--- src/hw/rtl/qau_pkg.sv ---
package qau_pkg;

	// Component format: signed fixed point with FB fraction bits.
	localparam int DW   = 24;
	localparam int FB   = 19;
	localparam int CMDW = 4;

	// Internal widths.
	localparam int VW   = DW + 1;        // sum of two components
	localparam int SQW  = 2 * VW;        // square of a sum magnitude
	localparam int NW   = SQW + 1;       // norm, sum of four squares
	localparam int RBW  = NW + 1;        // radicand, padded to whole bit pairs
	localparam int RW   = RBW / 2;       // square root, one bit per cell
	localparam int REMW = RW + 2;        // root remainder
	localparam int LW   = RW;            // rounded length
	localparam int NUMW = DW - 1 + 2 * FB + 1; // dividend magnitude
	localparam int QW   = DW + 1;        // quotient bits, top bit flags overflow
	localparam int DSHW = NW + QW - 1;   // shifted divisor
	localparam int PW   = 2 * DW;        // product of two components
	localparam int HSW  = PW + 2;        // sum of four products
	localparam int MW   = DW - 1;        // modulus width
	localparam int OUTW = 4 * DW + MW + 1;

	// Commands.
	localparam logic [CMDW-1:0] CMD_ADD  = 4'd0;
	localparam logic [CMDW-1:0] CMD_SUB  = 4'd1;
	localparam logic [CMDW-1:0] CMD_NEG  = 4'd2;
	localparam logic [CMDW-1:0] CMD_MUL  = 4'd3;
	localparam logic [CMDW-1:0] CMD_DIV  = 4'd4;
	localparam logic [CMDW-1:0] CMD_INV  = 4'd5;
	localparam logic [CMDW-1:0] CMD_UNIT = 4'd6;
	localparam logic [CMDW-1:0] CMD_LEN  = 4'd7;
	localparam logic [CMDW-1:0] CMD_MID  = 4'd8;
	localparam logic [CMDW-1:0] CMD_SQRT = 4'd9;

	typedef logic [DW-1:0] word_t;
	typedef logic [3:0][DW-1:0] quat_t;
	typedef logic [3:0][VW-1:0] vquat_t;

	localparam word_t SMAX = {1'b0, {(DW-1){1'b1}}};
	localparam word_t SMIN = {1'b1, {(DW-1){1'b0}}};
	localparam word_t ONE  = word_t'(1) << FB;
	localparam logic [31:0] MAG_POS = 32'(SMAX);
	localparam logic [31:0] MAG_NEG = 32'(SMAX) + 32'd1;

	// Item context that rides along the whole pipeline.
	typedef struct packed {
		logic [CMDW-1:0] cmd;
		quat_t           a;
		quat_t           b;
		vquat_t          v;     // quaternion whose length is taken
		logic            nzero; // its norm is zero
		logic [LW-1:0]   len;   // its rounded length
	} side_t;

	// Square root cell state.
	typedef struct packed {
		logic [NW-1:0]   norm;
		logic [RBW-1:0]  bits;
		logic [RW-1:0]   root;
		logic [REMW-1:0] rem;
	} sqst_t;

	// Divider cell state, four lanes sharing one divisor.
	typedef struct packed {
		logic [3:0][NUMW-1:0] rem;
		logic [DSHW-1:0]      dsh;
		logic [3:0][QW-1:0]   q;
	} dvst_t;

	// Saturate a sum that has one guard bit.
	function automatic word_t sat_v(input logic [VW-1:0] x);
		if (x[VW-1] != x[VW-2])
			return x[VW-1] ? SMIN : SMAX;
		return x[DW-1:0];
	endfunction

	// Apply a sign to a magnitude and saturate.
	function automatic word_t sat_mag(input logic [31:0] m, input logic neg);
		logic [31:0] t;
		t = -m;
		if (neg)
			return (m > MAG_NEG) ? SMIN : t[DW-1:0];
		return (m > MAG_POS) ? SMAX : m[DW-1:0];
	endfunction

endpackage

--- src/hw/rtl/qau_sqrt_cell.sv ---
module qau_sqrt_cell import qau_pkg::*; (
	input  logic  clk,
	input  logic  arst_n,
	input  logic  en,
	input  logic  in_valid,
	input  side_t in_side,
	input  sqst_t in_st,
	output logic  out_valid,
	output side_t out_side,
	output sqst_t out_st
);

	logic [REMW+1:0] work;
	logic [REMW+1:0] trial;
	sqst_t nxt;
	logic valid_q;
	side_t side_q;
	sqst_t st_q;

	// One root bit: bring down two radicand bits and try to subtract.
	always_comb begin
		work = {in_st.rem, in_st.bits[RBW-1 -: 2]};
		trial = (REMW+2)'({in_st.root, 2'b01});
		nxt.norm = in_st.norm;
		nxt.bits = in_st.bits << 2;
		if (work >= trial) begin
			nxt.rem = REMW'(work - trial);
			nxt.root = {in_st.root[RW-2:0], 1'b1};
		end else begin
			nxt.rem = work[REMW-1:0];
			nxt.root = {in_st.root[RW-2:0], 1'b0};
		end
	end

	always_ff @(posedge clk or negedge arst_n) begin
		if (!arst_n) begin
			valid_q <= 1'b0;
		end else if (en) begin
			valid_q <= in_valid;
		end
	end

	always_ff @(posedge clk) begin
		if (en) begin
			side_q <= in_side;
			st_q <= nxt;
		end
	end

	assign out_valid = valid_q;
	assign out_side = side_q;
	assign out_st = st_q;

endmodule

--- config.mk ---
export PLATFORM = sky130hd
export DESIGN_NAME = qau_sqrt_cell
export DESIGN_NICKNAME = d
export VERILOG_FILES = /design/src/hw/rtl/qau_pkg.sv /design/src/hw/rtl/qau_sqrt_cell.sv
export SDC_FILE = /design/constraint.sdc
export NUM_CORES = 1
export LEC_CHECK = 0
export BUFFER_PORTS_ARGS = -buffer_cell sky130_fd_sc_hd__buf_4
export CAP_MARGIN = 20
export CORE_AREA = 2 2 380 382
export CTS_CLUSTER_DIAMETER = 40
export CTS_CLUSTER_SIZE = 8
export DETAILED_ROUTE_END_ITERATION = 10
export DIE_AREA = 0 0 382 384
export GPL_ROUTABILITY_DRIVEN = 0
export GPL_TIMING_DRIVEN = 0
export RECOVER_POWER = 100
export SETUP_SLACK_MARGIN = 0.5
export SLEW_MARGIN = 20
export SYNTH_ARGS = -nofsm -noshare
export SYNTH_HDL_FRONTEND = slang
export SYNTH_SLANG_ARGS = --single-unit
--- constraint.sdc ---
create_clock -name clk -period 1.78 [get_ports clk]
set_clock_uncertainty 0.15 [all_clocks]
set_input_delay 0.267 -clock clk [delete_from_list [all_inputs] [get_ports clk]]
set_output_delay 0.267 -clock clk [all_outputs]
set_load 0.05 [all_outputs]
# ---- Word level (Yosys, flattened, before mapping)
# Cells that the tools add are included.
# Widths: inputs -> output; s select.
dict set report totals {
  output_inout_bits 481
  register_bits 479
  in_bits 484
  elab_cells 23
}
dict set report classes {
  addsub 1
  muxes 1
  magnitude_cmp 1
}
# op count
set op_table {}
lappend op_table {{$ge 30x28->1} 1}
lappend op_table {{$mux 29} 1}
lappend op_table {{$sub 28x28->28} 1}

# ---- Longest topological paths before layout
dict set report depth {
  depth_word 2
  mapped_depth 13
  ltp_nobuf 10
}

# ---- Worst setup path before layout
# Ideal clock, no wire load.
dict set report synth_path {
  kind {input to register}
  startpoint {input port in_st[45] (netlist bit)}
  endpoint {register st_q (netlist bit out_st[21]), data pin}
  path_buffers 2
  arrival_ps 2396
  setup_time_ps 260
  path_slack_ps -1027
  path_stages 12
  path_cell_list {inv_1 -> ha_1 -> a21o_1 -> a21o_1 -> a21oi_2 -> o22ai_1 -> or4_1 -> a21oi_1 -> o21bai_1 -> buf_6 -> buf_6 -> mux2_4}
}
# item line_no
set synth_rtl {}
lappend synth_rtl {{from (decl)} qau_sqrt_cell.sv:7} ;# input sqst_t in_st,
lappend synth_rtl {{to (signal assigned)} qau_sqrt_cell.sv:46} ;# st_q <= nxt;
lappend synth_rtl {{to (decl)} qau_sqrt_cell.sv:18} ;# sqst_t st_q;

==> metrics <==
min Tclk post-route=2.27 ns; Seq/Total Area, Yosys=87.7%; Iter 0 DRT Violations=735; post-synth top area share=87.5%; PwrDens=1180 nW/um2; Core Footprint=143000 um2; Starting Density=11.5%; status=complete, but fails checks; die area=147000 um2; Crit Path Class=input pin to flip-flop; Post-Place Cells=3641; initial antenna violation count=92; CTS buffer count=113; Leak=14.8 nW; Tcrit/Tclk final=127%; worst-margin pin slew=1.50 ns; Avg WL per Cell=25.7 um; first-pass GRT wire length=141000 um; syn_area_per_cell=21.3 um2; Area Growth Syn to Fin=125%; largest net degree at the start of global routing=104; met3 wire len=11000 um; Worst Hold Class=input pin to flip-flop; max_cap viols=0; max_slew headroom=0.184%; Synth warnings=0; M1 WL=42400 um; CP max FO=5; Async S/R FF share, synth=0.209%; Fin. Hold Viols=1; Critical Path Start Type=input pin; Gate Count Post-Synth=769; Total Routing Usage GR=14.6%; Final ANT Viol Nets=0; Max IR drop VDD=1.01 mV; fin. max-slew vios=0; vias in the first global route=15066; Fin Hold WS=-0.236 ns; synth unique cells=52; Root Buffer=clkbuf_16; post-DP HPWL=90000 um; Layout Cells excl Fill=4395; Finish-stage setup viols=265; CP arrival=2.52 ns; CTS clk-pin slew, worst paths=0.05 ns; share of cells above drive strength 1=51.5%; final worst setup slack=-0.486 ns; clk buf depth=3; top post-synthesis cells by area=edfxtp_1 88%, ha_1 2.1%, mux2_2 1.4%; final core utilization=25.9%; CTS Sinks=479; First-pass DRT Iterations=5; GRT overflow=0; port buffer count=962; # fillers=14813; Die Wd=382 um; met2 WL=53200 um; Via density=3.30; Top Ports=965; latest clock arrival within the worst-skew pair=0.69 ns; row count=139; DRC=0; Yosys top cell by area=edfxtp_1; Achievable Freq=0.441 GHz; DR top layer=met5; CTS tree=done; ys flop type=edfxtp_1; #FFs+latches synth=479; total routed wirelength=113000 um; H-tree depth=3; Crit. End Element=flip-flop; RSZ-0062 raised after global routing=true; Vias=14515; CP required=2.03 ns; die height=384 um; final net count=2882; EDFF count, synth=478; Netlist Area Pre-Place=16400 um2; violated checks=hold timing, setup timing
stage by stage:
step	cell area, um2	setup slack, ns	power, mW	TNS [ns]	hold WS [ns]
floorplan	16600	-0.872	18.0	-21.20	-0.179
global placement	26200	-4.26	21.7	-1946.49	-0.107
detailed placement	26300	-1.83	21.7	-124.15	-0.101
CTS	36800	-0.380	44.3	-10.37	-0.340
global route	36900	-0.491	45.0	-75.95	-0.293
finish	37000	-0.486	43.5	-53.00	-0.236
synthesized netlist by cell type, types with 3 or more instances:
| library cell | instances |
|---|---|
| a21o_1 | 12 |
| a21oi_1 | 30 |
| a31oi_1 | 4 |
| and3_1 | 5 |
| clkbuf_1 | 7 |
| edfxtp_1 | 478 |
| ha_1 | 28 |
| inv_1 | 38 |
| mux2_2 | 21 |
| mux2_4 | 4 |
| mux2i_1 | 3 |
| nand2_1 | 20 |
| nand3_1 | 6 |
| nand4_1 | 6 |
| nor2_1 | 13 |
| nor2b_1 | 3 |
| nor3_1 | 6 |
| o21a_1 | 9 |
| o21ai_0 | 12 |
| o21bai_1 | 4 |
| xnor2_1 | 17 |
| xor2_1 | 4 |
state kept, by name, summed over array words and instances (netlist names):
register   cells
out_side     323
out_st       155
out_valid      1
power breakdown:
group | switching [mW] | leakage [nW] | internal [mW]
Sequential | 0.412 | 4.69 | 13.6
Clock | 7.17 | 1.77 | 13.2
Combinational | 5.70 | 8.38 | 3.50
Total | 13.3 | 14.8 | 30.2
cells in the final DEF, fill, tap and decap left out, drive strengths merged, types with 2 or more instances in the layout:
| cell type | instances |
|---|---|
| xor2 | 4 |
| mux2i | 3 |
| edfxtp | 478 |
| xnor2 | 17 |
| buf | 549 |
| ha | 28 |
| o31ai | 2 |
| nor2 | 13 |
| conb | 2 |
| nor3 | 6 |
| o21a | 9 |
| o21bai | 4 |
| or2 | 2 |
| inv | 39 |
| nor2b | 3 |
| bufinv | 11 |
| dlygate4sd3 | 479 |
| a211oi | 2 |
| mux2 | 25 |
| and3 | 5 |
| a21o | 12 |
| a21oi | 31 |
| a211o | 2 |
| clkinv | 51 |
| nand4 | 6 |
| nand2 | 20 |
| diode | 33 |
| and2 | 2 |
| clkinvlp | 18 |
| o21ai | 12 |
| clkbuf | 593 |
| a31oi | 5 |
| nor4 | 2 |
| nand3 | 6 |
worst max-delay path, stage by stage:
cell and delay (ns):
buf_8 0.10, inv_4 0.04, ha_4 0.19, a21o_1 0.16
a21o_1 0.20, a21oi_4 0.19, o22ai_2 0.10, or4_4 0.44
a21oi_4 0.16, o21bai_4 0.08, buf_6 0.15, buf_12 0.13
mux2_4 0.30
repair_timing:
item / 4_1_cts / 5_1_grt
resized for setup: 439 / 142
cloned: 1 / 5
setup endpoints to repair: 655 / 671
hold buffers: 474 / 5
pin swaps: 25 / 15
hold endpoints to repair: 532 / 59
buffers inserted: 22 / 10
cell families after synthesis:
logic type | share of synthesized area, %
XOR/XNOR | 1.12
other | 0.0229
AO/OA/AOI/OAI | 3.63
flip-flops | 87.7
AND/OR/NAND/NOR | 2.11
multiplexers | 1.99
adder cells (fa/ha/maj) | 2.14
buffers and inverters | 1.32
path summary, 6_finish.rpt:
check                      startpoint         end  slack, ns  depth (start not counted)
min                         in_st[18]  out_st[20]      -0.24                          2
min reg2reg                 out_valid   out_valid       0.44                          1
max reg2reg                 out_valid   out_valid       0.83                          1
max                         in_st[45]  out_st[24]      -0.49                         13
min in group asynchronous      arst_n   out_valid       0.29                          3
max in group asynchronous      arst_n   out_valid       1.09                          3
layer usage:
metal  GRT usage, %  up-vias
met5              0        -
met4           6.64       70
met3           6.69      265
met2           23.8      748
met1           16.3     7113
li1               -     6319
layout make-up:
type                       count  area, um2  area share (%)
sequential                   479      14400            38.9
inverter                      38        148           0.399
multi-input combinational    240       2350            6.36
clock buffer                 123       2870            7.75
buffer                        13        146           0.396
antenna                       33       82.6           0.223
clock inverter                81        895            2.42
tap                         1903       2380            6.44
timing repair buffer        1485      13700            37.1
Note: power is estimated with default switching activity, not from simulation.
